`src/hdl/max_3x3_window_sum_assert.svh`:
```
// Assertion macros for the 3x3 window sum block.
`ifndef MAX_3X3_WINDOW_SUM_ASSERT_SVH
`define MAX_3X3_WINDOW_SUM_ASSERT_SVH

// expr holds at every edge out of reset
`define MXS_ASSERT_ALWAYS(label, clk, rst_n, expr) \
    label: assert property (@(posedge clk) disable iff (!rst_n) (expr)) \
        else $error("invariant violated");

// cons holds in the same cycle as ante
`define MXS_ASSERT_IMPL(label, clk, rst_n, ante, cons) \
    label: assert property (@(posedge clk) disable iff (!rst_n) (ante) |-> (cons)) \
        else $error("implication violated");

// cons holds in the cycle after ante
`define MXS_ASSERT_NEXT(label, clk, rst_n, ante, cons) \
    label: assert property (@(posedge clk) disable iff (!rst_n) (ante) |=> (cons)) \
        else $error("next-cycle implication violated");

`endif

```
`src/hdl/mxs_pkg.sv`:
```
`default_nettype none

package mxs_pkg;

    localparam int MAX_COLUMNS  = 1024;
    localparam int DATA_BITS    = 16;
    localparam int SUM_BITS     = DATA_BITS + 4;
    localparam int ROW_SUM_BITS = DATA_BITS + 2;
    localparam int ROW_LIMIT    = 1024;
    localparam int CFG_BITS     = 11;
    localparam int CFG_IDX_BITS = 1;
    localparam int COL_BITS     = $clog2(MAX_COLUMNS);
    localparam int ROW_BITS     = $clog2(ROW_LIMIT);
    localparam int CMP_BITS     = (COL_BITS + 1 > CFG_BITS) ? COL_BITS + 1 : CFG_BITS;
    localparam int RES_DEPTH    = 5;
    localparam int RES_PTR_BITS = $clog2(RES_DEPTH);
    localparam int RES_CNT_BITS = $clog2(RES_DEPTH + 1);

    localparam logic [CFG_IDX_BITS-1:0] CFG_ROW_COUNT    = CFG_IDX_BITS'(0);
    localparam logic [CFG_IDX_BITS-1:0] CFG_COLUMN_COUNT = CFG_IDX_BITS'(1);
    localparam logic [CFG_BITS-1:0]     CFG_COUNT_RESET  = CFG_BITS'(3);

    typedef logic signed [DATA_BITS-1:0]    t_data;
    typedef t_data [2:0]                    t_row;
    typedef t_row [2:0]                     t_win;
    typedef logic signed [ROW_SUM_BITS-1:0] t_row_sum;
    typedef logic signed [SUM_BITS-1:0]     t_sum;

    typedef struct packed {
        logic shift;
        logic snap;
    } t_cell_ctl;

    typedef struct packed {
        logic found;
        t_sum best_sum;
        t_win win;
    } t_result;

endpackage

`default_nettype wire

```
`src/hdl/mxs_row_cell.sv`:
```
`default_nettype none

module mxs_row_cell import mxs_pkg::*; (
    input  logic      i_clk,
    input  t_cell_ctl i_ctl,
    input  t_data     i_data,
    output t_row      o_snap,
    output t_row_sum  o_sum
);

    t_row     r_tap;
    t_row     r_snap;
    t_row_sum r_sum;

    always_ff @(posedge i_clk) begin
        if (i_ctl.shift) begin
            r_tap[0] <= r_tap[1];
            r_tap[1] <= r_tap[2];
            r_tap[2] <= i_data;
        end
        if (i_ctl.snap) begin
            r_snap <= r_tap;
            r_sum  <= ROW_SUM_BITS'(r_tap[0]) + ROW_SUM_BITS'(r_tap[1])
                    + ROW_SUM_BITS'(r_tap[2]);
        end
    end

    assign o_snap = r_snap;
    assign o_sum  = r_sum;

endmodule

`default_nettype wire

```
`config.mk`:
```
export PLATFORM = sky130hd
export DESIGN_NAME = mxs_row_cell
export DESIGN_NICKNAME = d
export VERILOG_FILES = /design/src/hdl/max_3x3_window_sum_assert.svh /design/src/hdl/mxs_pkg.sv /design/src/hdl/mxs_row_cell.sv
export SDC_FILE = /design/constraint.sdc
export NUM_CORES = 1
export LEC_CHECK = 0
export ABC_AREA = 1
export BUFFER_PORTS_ARGS = -buffer_cell sky130_fd_sc_hd__buf_2
export CORE_ASPECT_RATIO = 0.9
export CORE_MARGIN = 3
export CORE_UTILIZATION = 55
export DETAILED_ROUTE_END_ITERATION = 12
export GPL_ROUTABILITY_DRIVEN = 1
export PLACE_DENSITY = 0.91
export SLEW_MARGIN = 10
export SYNTH_ARGS = -nofsm -noshare
export SYNTH_HDL_FRONTEND = slang
export SYNTH_SLANG_ARGS = --single-unit
```
`constraint.sdc`:
```
create_clock -name i_clk -period 2.8 [get_ports i_clk]
set_input_delay 0.28 -clock i_clk [delete_from_list [all_inputs] [get_ports i_clk]]
set_output_delay 0.28 -clock i_clk [all_outputs]
set_load 0.1 [all_outputs]
```
======== Word-level counts from Yosys, hierarchy flattened ========
Cells that the tools add are included.
word-level totals
  memories kept ........................... 0
  output and inout port bits .............. 66
  ROM bits ................................ 0
  input port bits ......................... 19
  bits in latches ......................... 0
  bits in registers ....................... 114
  RAM bits ................................ 0
cells by class
  muxes and demuxes ....................... 0
  reductions and logical operators ........ 0
  $mul .................................... 0
  div/mod/pow operators ................... 0
  shift operators ......................... 0
  bitwise logic cells ..................... 0
  eq/ne operators ......................... 0
  order comparisons ....................... 0
  add/subtract/negate cells ............... 2
operators by type and width
  operator          number
  $add A17 B16 Y18  1
  $add A16 B16 Y17  1

======== Depth between registers and ports, before layout ========
  depth after elaboration ................. 2
  depth in mapped cells ................... 13

======== Worst setup path before layout ========
OpenSTA, ideal clock, no wires.
  path kind ............................... register to register
  start ................................... register r_tap[1] (netlist bit)
  end ..................................... register r_sum[17] (netlist: o_sum[17]), data pin
  data arrival time ....................... 1.993 ns
  slack ................................... 0.554 ns
  period minus slack after synthesis ...... 2.246 ns
  setup time .............................. 0.252 ns
  buffers on the path ..................... 0
  data required time ...................... 2.548 ns
  stages on the path, launching flop included .. 12
  cells stage by stage .................... edfxtp_1 -> fa_1 -> ha_1 -> fa_1 -> nand2_1 -> nand2_1 -> nand3_1 -> nand2_2 -> nand2_1 -> nand2_1 -> nand2_1 -> nand2_1
between the ends
  word-level cells in the longest chain between the ends .. 2
RTL lines
  item                  line                source
  start, declared       mxs_row_cell.sv:11  t_row r_tap;
  $add A16 B16 Y17      mxs_row_cell.sv:23  r_sum <= ROW_SUM_BITS'(r_tap[0]) + ROW_SUM_BITS'(r_tap[1])
  $add A17 B16 Y18      mxs_row_cell.sv:24  + ROW_SUM_BITS'(r_tap[2]);
  end signal, assigned  mxs_row_cell.sv:23
  end, declared         mxs_row_cell.sv:13  t_row_sum r_sum;
Every way passes these cells.
A chain may end at the register's enable or synchronous reset.

======== Worst setup path after layout ========
  start ................................... register r_tap[17] (netlist bit)
  end ..................................... register r_sum[15] (netlist: o_sum[15]), data pin
Same word-level chain as after synthesis.

==> flow_summary_export.csv <==
group,metric,value,unit
clocking,clock_latency,510,ps
final_layout,n_antenna_cell,0,
power_and_ir_drop,seqPwrFrac,0.384,
outcome,outcome,"finished clean",
route,dr_total_vias,2783,
final_layout,fillerInstances,536,
final_layout,area_delta_synth_final,26.0,%
final_layout,fin_area,6030,µm²
die,io_pins,85,
synthesis,synth_top_area_frac,0.716,
timing,whs,313,ps
run,drv_cap,0,
power_and_ir_drop,sw_frac_of_total,0.380,
global_route,grt_pass1_wl,13900,µm
synthesis,netlist_top_cells_area,"edfxtp_1 (72%), fa_1 (7.1%), nand2_1 (6.6%), ha_1 (4.2%), inv_1 (3.5%)",
critical_path,critPathLaunchType,"flip-flop",
synthesis,avgSynthCellArea,14.5,µm²
critical_path,crit_type,"flip-flop to flip-flop",
global_route,grt_pass1_vias,2936,
synthesis,syn_nets,382,
route,drt-pass1-iter-count,4,
timing,setup_viol,0,
clocking,clockRootBuffer,"clkbuf_8",
synthesis,synth_cell_types,16,
place,io_buffers,84,
die,core_region_area,8260,µm²
clocking,cts_made_buffers,17,
clocking,cts_tree,"built",
power_and_ir_drop,switchingPower,2180,µW
power_and_ir_drop,clkPwrFrac,0.307,
synthesis,ys_seq_elements,114,
global_route,grt-ovfl-total,0,
critical_path,cp_num_buf_inv,0,
critical_path,worstPathArrival,2730,ps
timing,rsz0062_at_grt,"no",
timing,min_period,2470,ps
critical_path,critPathMaxStageDelay,490,ps
critical_path,worst_setup_path_end_kind,"flip-flop",
critical_path,required,3070,ps
place,post_dp_cell_area,5380,µm²
global_route,antenna_found_initial,0,
timing,finalHoldViolations,0,
timing,slew_violations,0,
hold_path,worstHoldPathType,"input port to flip-flop",
die,initial_core_util,0.579,
power_and_ir_drop,intPower,3540,µW
timing,setup_tns,0,ps
critical_path,cp_slowest_cell,"fa_1",
power_and_ir_drop,combPwrFrac,0.309,
route,vias_per_cell,4.81,
final_layout,layout-drive-gt1-share,0.287,
clocking,clock_path_buffers,2,
synthesis,synth_area_leader_cell,"edfxtp_1",
synthesis,ys_seq_area_frac,0.716,
power_and_ir_drop,ir_drop,0.677,mV
synthesis,syn_inst,330,
route,wl_per_cell,14.3,µm
synthesis,yosysWarnings,0,
die,dieWidth,104,µm
die,die_h,94.5,µm
final_layout,final_common_cell,"edfxtp_1",
clocking,cts_hold_buf,16,
route,drtIter0Drc,164,
synthesis,synth_area,4780,µm²
clocking,cts_max_level,4,
timing,slew_headroom,0.515,
critical_path,path_cells,"fa_1, ha_1, fa_1, nand2_1, nand2_1, nand3b_1, nand2_2, nand2_1, nand2_1, nand2_1, nand2_1",
global_route,grt_use_total,0.187,
final_layout,fin_nets,503,
timing,skew,3.82,ps
timing,worst_slew_pin_slew,728,ps
critical_path,critical_path.max_fanout,3,
place,place_hpwl,5550,µm
power_and_ir_drop,cellPowerDensity,949,nW/µm²
clocking,clk_pin_slew_worst_paths,50,ps
route,drc,0,
global_route,grt_start_max_net_pins,45,
critical_path,crit_top_cell,"nand2_1",
die,rows,31,
route,totalWireLength,8280,µm
critical_path,path_delay_family,"adder cells",
place,gp_congestion,0.817,
timing,fmax,0.405,GHz
timing,finalCritPeriodShare,0.882,
clocking,cts-resized-gates,0,
die,dieArea,9850,µm²
power_and_ir_drop,p_leak,0.00261,µW
clocking,post-cts-setup-buffers,0,
route,ant_nets,0,
final_layout,layout_common_cells,"edfxtp_1 (114), nand2_1 (84), buf_2 (84)",
clocking,cts_sinks,114,
[final cells by class]
type / count / area, µm² / share of cell area
Multi-Input combinational cell: 168 / 1180 / 0.196
Clock inverter: 13 / 72.6 / 0.0120
Tap cell: 115 / 144 / 0.0239
Inverter: 48 / 180 / 0.0299
Timing Repair Buffer: 102 / 608 / 0.101
Sequential cell: 114 / 3420 / 0.568
Clock buffer: 18 / 418 / 0.0694
[power groups by stage]
stage                     Combinational [µW]  Sequential [µW]  Clock [µW]
after floorplan                          558             3100           0
after global placement                  1720             2220           0
after detailed placement                1740             2230           0
after CTS                               1780             2200        1780
after global routing                    1910             2210        1870
final                                   1770             2190        1760
[state kept, by name, summed over array words and instances (netlist names)]
signal	cells
o_snap	48
o_sum	18
r_tap	48
[worst paths after layout]
path	startpoint	end	slack (ps)	cells past startpoint
max	r_tap[17]	o_sum[15]	330	11
min reg2reg	r_tap[0]	o_snap[0]	460	0
max reg2reg	r_tap[17]	o_sum[15]	330	11
min	i_ctl[0]	o_snap[37]	310	1
[layer usage]
| layer | track usage | share of wire | vias to the layer above | wire, µm |
|---|---|---|---|---|
| met1 | 0.243 | 0.45 | 1315 | 3720 |
| li1 | - | - | 1358 | - |
| met3 | 0.0560 | 0.059 | 17 | 489 |
| met4 | 0.0908 | 0.023 | 0 | 187 |
| met5 | 0 | 0 | - | 0 |
| met2 | 0.294 | 0.47 | 93 | 3890 |
[Yosys cell counts, drive strengths merged]
cell	instances
xor2	5
edfxtp	114
nor2	8
nand2	94
ha	16
nor3	4
xnor2	2
nand3b	2
fa	17
inv	48
a21oi	8
nand3	10
or2	2
[metrics by stage]
stage,setup WS (ps),util,power (µW),cells
floorplan,554,-,3650,330
global placement,429,0.651,3940,531
detailed placement,352,0.651,3970,531
CTS,315,0.729,5760,578
global route,144,0.729,5990,578
finish,332,0.729,5720,578
[cells by family after synthesis]
group                    synth area share
AO/OA/AOI/OAI                     0.00994
XOR/XNOR                           0.0128
flip-flops                          0.716
buffers and inverters              0.0377
adder cells (fa/ha/maj)             0.113
AND/OR/NAND/NOR                     0.111
Power figures use the tool's default switching activity.
