--- src/hdl/max_3x3_window_sum_assert.svh ---
// Assertion macros for the 3x3 window sum block.
`ifndef MAX_3X3_WINDOW_SUM_ASSERT_SVH
`define MAX_3X3_WINDOW_SUM_ASSERT_SVH

// expr holds at every edge out of reset
`define MXS_ASSERT_ALWAYS(label, clk, rst_n, expr) \
    label: assert property (@(posedge clk) disable iff (!rst_n) (expr)) \
        else $error("invariant violated");

// cons holds in the same cycle as ante
`define MXS_ASSERT_IMPL(label, clk, rst_n, ante, cons) \
    label: assert property (@(posedge clk) disable iff (!rst_n) (ante) |-> (cons)) \
        else $error("implication violated");

// cons holds in the cycle after ante
`define MXS_ASSERT_NEXT(label, clk, rst_n, ante, cons) \
    label: assert property (@(posedge clk) disable iff (!rst_n) (ante) |=> (cons)) \
        else $error("next-cycle implication violated");

`endif

--- src/hdl/mxs_pkg.sv ---
`default_nettype none

package mxs_pkg;

    localparam int MAX_COLUMNS  = 1024;
    localparam int DATA_BITS    = 16;
    localparam int SUM_BITS     = DATA_BITS + 4;
    localparam int ROW_SUM_BITS = DATA_BITS + 2;
    localparam int ROW_LIMIT    = 1024;
    localparam int CFG_BITS     = 11;
    localparam int CFG_IDX_BITS = 1;
    localparam int COL_BITS     = $clog2(MAX_COLUMNS);
    localparam int ROW_BITS     = $clog2(ROW_LIMIT);
    localparam int CMP_BITS     = (COL_BITS + 1 > CFG_BITS) ? COL_BITS + 1 : CFG_BITS;
    localparam int RES_DEPTH    = 5;
    localparam int RES_PTR_BITS = $clog2(RES_DEPTH);
    localparam int RES_CNT_BITS = $clog2(RES_DEPTH + 1);

    localparam logic [CFG_IDX_BITS-1:0] CFG_ROW_COUNT    = CFG_IDX_BITS'(0);
    localparam logic [CFG_IDX_BITS-1:0] CFG_COLUMN_COUNT = CFG_IDX_BITS'(1);
    localparam logic [CFG_BITS-1:0]     CFG_COUNT_RESET  = CFG_BITS'(3);

    typedef logic signed [DATA_BITS-1:0]    t_data;
    typedef t_data [2:0]                    t_row;
    typedef t_row [2:0]                     t_win;
    typedef logic signed [ROW_SUM_BITS-1:0] t_row_sum;
    typedef logic signed [SUM_BITS-1:0]     t_sum;

    typedef struct packed {
        logic shift;
        logic snap;
    } t_cell_ctl;

    typedef struct packed {
        logic found;
        t_sum best_sum;
        t_win win;
    } t_result;

endpackage

`default_nettype wire

--- src/hdl/mxs_res_fifo.sv ---
`default_nettype none

module mxs_res_fifo import mxs_pkg::*; (
    input  logic    i_clk,
    input  logic    i_rst_n,
    input  logic    i_push,
    input  t_result i_data,
    input  logic    i_pop,
    output logic    o_valid,
    output t_result o_data
);

    t_result                 r_mem [RES_DEPTH];
    logic [RES_PTR_BITS-1:0] r_wr_ptr;
    logic [RES_PTR_BITS-1:0] r_rd_ptr;
    logic [RES_CNT_BITS-1:0] r_count;
    logic [RES_PTR_BITS-1:0] n_wr_ptr;
    logic [RES_PTR_BITS-1:0] n_rd_ptr;
    logic [RES_CNT_BITS-1:0] n_count;

    always_comb begin
        n_wr_ptr = r_wr_ptr;
        n_rd_ptr = r_rd_ptr;
        n_count  = r_count;
        if (i_push) begin
            n_wr_ptr = (r_wr_ptr == RES_PTR_BITS'(RES_DEPTH - 1)) ? '0
                     : r_wr_ptr + RES_PTR_BITS'(1);
        end
        if (i_pop) begin
            n_rd_ptr = (r_rd_ptr == RES_PTR_BITS'(RES_DEPTH - 1)) ? '0
                     : r_rd_ptr + RES_PTR_BITS'(1);
        end
        if (i_push && !i_pop) begin
            n_count = r_count + RES_CNT_BITS'(1);
        end else if (!i_push && i_pop) begin
            n_count = r_count - RES_CNT_BITS'(1);
        end
    end

    always_ff @(posedge i_clk) begin
        if (!i_rst_n) begin
            r_wr_ptr <= '0;
            r_rd_ptr <= '0;
            r_count  <= '0;
        end else begin
            r_wr_ptr <= n_wr_ptr;
            r_rd_ptr <= n_rd_ptr;
            r_count  <= n_count;
        end
    end

    always_ff @(posedge i_clk) begin
        if (i_push) begin
            r_mem[r_wr_ptr] <= i_data;
        end
    end

    assign o_valid = (r_count != '0);
    assign o_data  = r_mem[r_rd_ptr];

endmodule

`default_nettype wire
--- config.mk ---
export PLATFORM = sky130hd
export DESIGN_NAME = mxs_res_fifo
export DESIGN_NICKNAME = d
export VERILOG_FILES = /design/src/hdl/max_3x3_window_sum_assert.svh /design/src/hdl/mxs_pkg.sv /design/src/hdl/mxs_res_fifo.sv
export SDC_FILE = /design/constraint.sdc
export NUM_CORES = 1
export LEC_CHECK = 0
export BUFFER_PORTS_ARGS = -buffer_cell sky130_fd_sc_hd__buf_2
export CAP_MARGIN = 40
export CORE_MARGIN = 10
export CORE_UTILIZATION = 60
export CTS_CLUSTER_DIAMETER = 80
export DETAILED_ROUTE_END_ITERATION = 6
export PLACE_DENSITY = 0.81
export SLEW_MARGIN = 20
export SYNTH_ARGS = -nofsm -noshare
export SYNTH_HDL_FRONTEND = slang
export SYNTH_SLANG_ARGS = --single-unit
--- constraint.sdc ---
create_clock -name i_clk -period 43.5 [get_ports i_clk]
set_clock_uncertainty 0.05 [all_clocks]
set_input_delay 6.525 -clock i_clk [delete_from_list [all_inputs] [get_ports i_clk]]
set_output_delay 6.525 -clock i_clk [all_outputs]
set_load 0.03 [all_outputs]
# After elaboration in Yosys (flattened, before gate mapping)
# Memories as Yosys holds them, arrays and structs flattened. A register that Yosys moved wholly into a read port is not among the register bits.
# Index checks and enable logic that the tools add are counted.
# classes
addsub	4
n_eq_ne	2
mux	8
n_reduce_logical	6
# ops
cell	n
3-bit 2-to-1 mux	6
3-bit by 1-bit adder with 3-bit output (second input constant)	3
3-bit equality test (second input constant)	2
3-bit nonzero test	1
3-bit by 1-bit subtractor with 3-bit output (second input constant)	1
1-bit logical AND	2
1-bit zero test	2
1-bit 2-to-1 mux	2
2-bit nonzero test	1
# word_totals
ff_bits	9
mem_bits_rw	825
inputBits	169
out_inout_bits	166
word_cells	24
mem_count	1
# mem_list
memory	depth	width	read_ports	rd_clocked_by_memory_dff	wr	line_no	source
r_mem	5	165	1	1	1	mxs_res_fifo.sv:13	t_result r_mem [RES_DEPTH];

# Depth between registers and ports, before layout
# depth
word_depth	4
ltp_mapped	7
depth_no_buf	7

# Least setup slack after synthesis
# No wires, ideal clock.
# synth_timing
path_kind	input-to-reg
start	in i_push
end	mem r_mem[4][0] in the netlist's numbering, enable pin
setup_time_ps	926
t_arrival_ps	18566
required_ps	42524
slack_ps	23958
cell_stages	2
n_path_buf	0
cell_sequence	nand2b_1 -> nor3b_1
# synth_via
elab_chain_cells	2
# synth_rtl
element	line_no	source
start: declaration	mxs_res_fifo.sv:6	input logic i_push,
1-bit 2-to-1 mux	mxs_res_fifo.sv:53	if (i_push) begin
1-bit 2-to-1 mux (not written as such)	mxs_res_fifo.sv:54	r_mem[r_wr_ptr] <= i_data;
end: declaration	mxs_res_fifo.sv:13	
# No other way between the ends.

==> results_dict.tcl <==
set metrics [dict create \
    detail-route-antenna-nets 0 \
    synth_edf_count 825 \
    avgRoutedWirePerCell_um 23.7 \
    worst_path_most_repeated_cell "buf_4" \
    wl_met3_mm 5.35 \
    ctsResizeCount 0 \
    clockBufferDepth 3 \
    cts.sinks 837 \
    status "complete, no violations" \
    ctsHoldBuffers 0 \
    antenna_found_initial 25 \
    holdWs_ps 461 \
    dr.pass1.iters 5 \
    slew_headroom_pct 32.7 \
    cts_tree "yes" \
    wl_met1_mm 27.9 \
    vias 17439 \
    slowest_delay_ps 700 \
    avgSynthCellArea_um2 18.7 \
    row_count 87 \
    worstMarginPinSlew_ps 1010 \
    yosysTopAreaCell "edfxtp_1" \
    hold_depth 2 \
    initial_core_util_pct 60.5 \
    core_area_mm2 0.0563 \
    cp-end-kind "output pin" \
    final_hold_viol_count 0 \
    cts_made_buffers 82 \
    async_flop_share_pct 0 \
    overflow 0 \
    p_total_w 0.00181 \
    p_per_area_mw_per_mm2 46.0 \
    insertion_delay_ps 620 \
    critical_path_class "flip-flop to output pin" \
    yosys_register_bits 837 \
    syn-instance-count 1819 \
    syn_to_final_growth_pct 15.1 \
    period_share_pct 26.3 \
    wl_mm 71.5 \
    start_kind "flip-flop" \
    drt_iter0_drc 1377 \
    place_congestion 0.769 \
    fin_cells 3017 \
    die-area_mm2 0.0667 \
    netlist_area_mm2 0.0341 \
    grt_pass1_wl_mm 109 \
    grt_max_degree 176 \
    fin_tns_setup_ps 0 \
    required_ps 36920 \
    ys_seq_area_share_pct 73.4 \
    synth_warnings 0 \
    rr_worst_depth 6 \
    io_pins 335 \
    max_freq_ghz 0.0875 \
    drive_gt1_share_pct 36.9 \
    vdd_drop_max_mv 0.0474 \
    setup_viol 0 \
    maxCapViolCount 0 \
    h-tree-depth 3 \
    highest_layer "met5" \
    post_cts_buffers 0 \
    drc 0 \
    syn_nets 1994 \
    die_w_um 258 \
    ys.flop_type "edfxtp_1" \
    power.leakage_nw 13.4 \
    hpwl_mm 43.0 \
    vias_per_cell 5.78 \
    worstPathMaxFanout 36 \
    grtUsageTotal_pct 21.1 \
    crit_arrival_ps 4850 \
    place_inst 2851 \
    cts_root_buf "clkbuf_16" \
    ys_types 34 \
    io_buffers 334 \
    path_clk_slew_ps 60 \
    cp_slowest_cell "dfxtp_4" \
    hp-class "flip-flop to flip-flop" \
    finalMaxSlewViolations 0 \
    fp.dieH_um 258 \
    yosys.area.top_type_share_pct 72.7 \
    cp_cell_sequence "buf_4, nand2b_4, buf_4, buf_4, buf_16, a211oi_2, a221oi_2, buf_2" \
    rsz0062_at_grt "false" \
    route.met2.wl_mm 36.6 \
    fin_crit_ps 11430 \
    grt_pass1_vias 18181 \
    nNetsFinal 2355 \
    yosys-top-cells-area "edfxtp_1, a221oi_2, a211oi_2" \
]
-- per-stage QoR --
stage	area, µm²	setup WS, ps	util (%)
4_1_cts	39100	32020	69.5
3_5_place_dp	36600	32690	65.0
3_3_place_gp	36100	32470	64.1
6_report	39200	32070	69.7
2_1_floorplan	34100	23960	-
5_1_grt	39200	31890	69.6
-- worst max-delay path, delay by kind of cell (launching register included) --
family / cells / cell delay (ps)
AND/OR/NAND/NOR: 1 / 630
buffers and inverters: 5 / 2400
flip-flops: 1 / 700
AO/OA/AOI/OAI: 2 / 390
-- cell usage in the layout (no fill, tap or decap), types with 2 or more instances in the layout --
cell / Yosys / layout
edfxtp_1: 825 / 825
buf_2: 51 / 334
inv_1: 171 / 171
nor2b_1: 170 / 170
mux2i_1: 168 / 168
a221oi_2: 165 / 165
a211oi_2: 160 / 160
clkbuf_16: 0 / 84
buf_4: 6 / 31
clkbuf_1: 9 / 22
clkinv_1: 0 / 18
diode_2: 0 / 17
buf_16: 0 / 13
clkinv_2: 0 / 11
dfxtp_1: 12 / 10
buf_12: 12 / 8
a211oi_1: 6 / 6
bufinv_16: 0 / 6
ha_1: 5 / 5
nor2_4: 0 / 3
o21ai_0: 3 / 3
inv_6: 0 / 3
nand2_1: 2 / 2
nor3_2: 0 / 2
or3_1: 2 / 2
nor2_1: 5 / 2
o21a_1: 2 / 2
dfxtp_4: 0 / 2
-- sequential cells by signal (all words and copies together) (netlist names), named ones only --
name      flops
r_count       3
r_mem       825
r_rd_ptr      3
r_wr_ptr      3
-- worst paths after layout --
| path | startpoint | to | slack, ps |
|---|---|---|---|
| hold reg to reg | r_count[2]$_SDFFE_PN0P_ | r_count[2]$_SDFFE_PN0P_ | 460 |
| hold / removal | r_count[2]$_SDFFE_PN0P_ | r_count[2]$_SDFFE_PN0P_ | 460 |
| setup / recovery | flip-flop | o_data[70] | 32070 |
| setup reg to reg | r_wr_ptr[2]$_SDFFE_PN0P_ | r_mem[1][102]$_DFFE_PP_ | 40550 |
-- report_power, final --
| part | internal (W) | total (W) | switching (W) |
|---|---|---|---|
| logic | 0.0000650 | 0.000204 | 0.000139 |
| clock network | 0.000392 | 0.000680 | 0.000288 |
| registers | 0.000914 | 0.000921 | 0.00000766 |
-- cell families after synthesis --
family	Yosys count	share of synthesized area, %
muxes	168	4.94
DFF	837	73.4
AOI/OAI and AO/OA	340	13.4
xor gates and xnor gates	2	0.0514
and+or+nand+nor	186	3.39
adders and majority gates	6	0.242
buffers and inverters	280	4.52
-- layout make-up --
class | count | area [µm²]
clock buffer | 107 | 2200
sequential | 837 | 25000
tap | 756 | 946
clock inverter | 41 | 373
antenna | 17 | 42.5
fill | 3456 | 17100
timing repair buffer | 386 | 2420
inverter | 171 | 642
multi-input combinational | 702 | 7550
-- metal layers --
layer / GRT usage [%] / vias up
li1: - / 7885
met1: 25.9 / 8888
met2: 35.6 / 522
met3: 5.74 / 122
met4: 7.20 / 22
met5: 0 / -
-- cell usage after synthesis, types with 2 or more instances --
| master | count |
|---|---|
| or3_1 | 2 |
| a221oi_2 | 165 |
| buf_6 | 26 |
| nor2b_1 | 170 |
| ha_1 | 5 |
| edfxtp_1 | 825 |
| clkbuf_1 | 9 |
| dfxtp_1 | 12 |
| nand2_1 | 2 |
| buf_4 | 6 |
| buf_2 | 51 |
| a211oi_1 | 6 |
| nor3_1 | 2 |
| buf_1 | 4 |
| inv_1 | 171 |
| a211oi_2 | 160 |
| mux2i_1 | 168 |
| o21a_1 | 2 |
| nor2_1 | 5 |
| buf_12 | 12 |
| o21ai_0 | 3 |
Note: power is estimated with default switching activity, not from simulation.
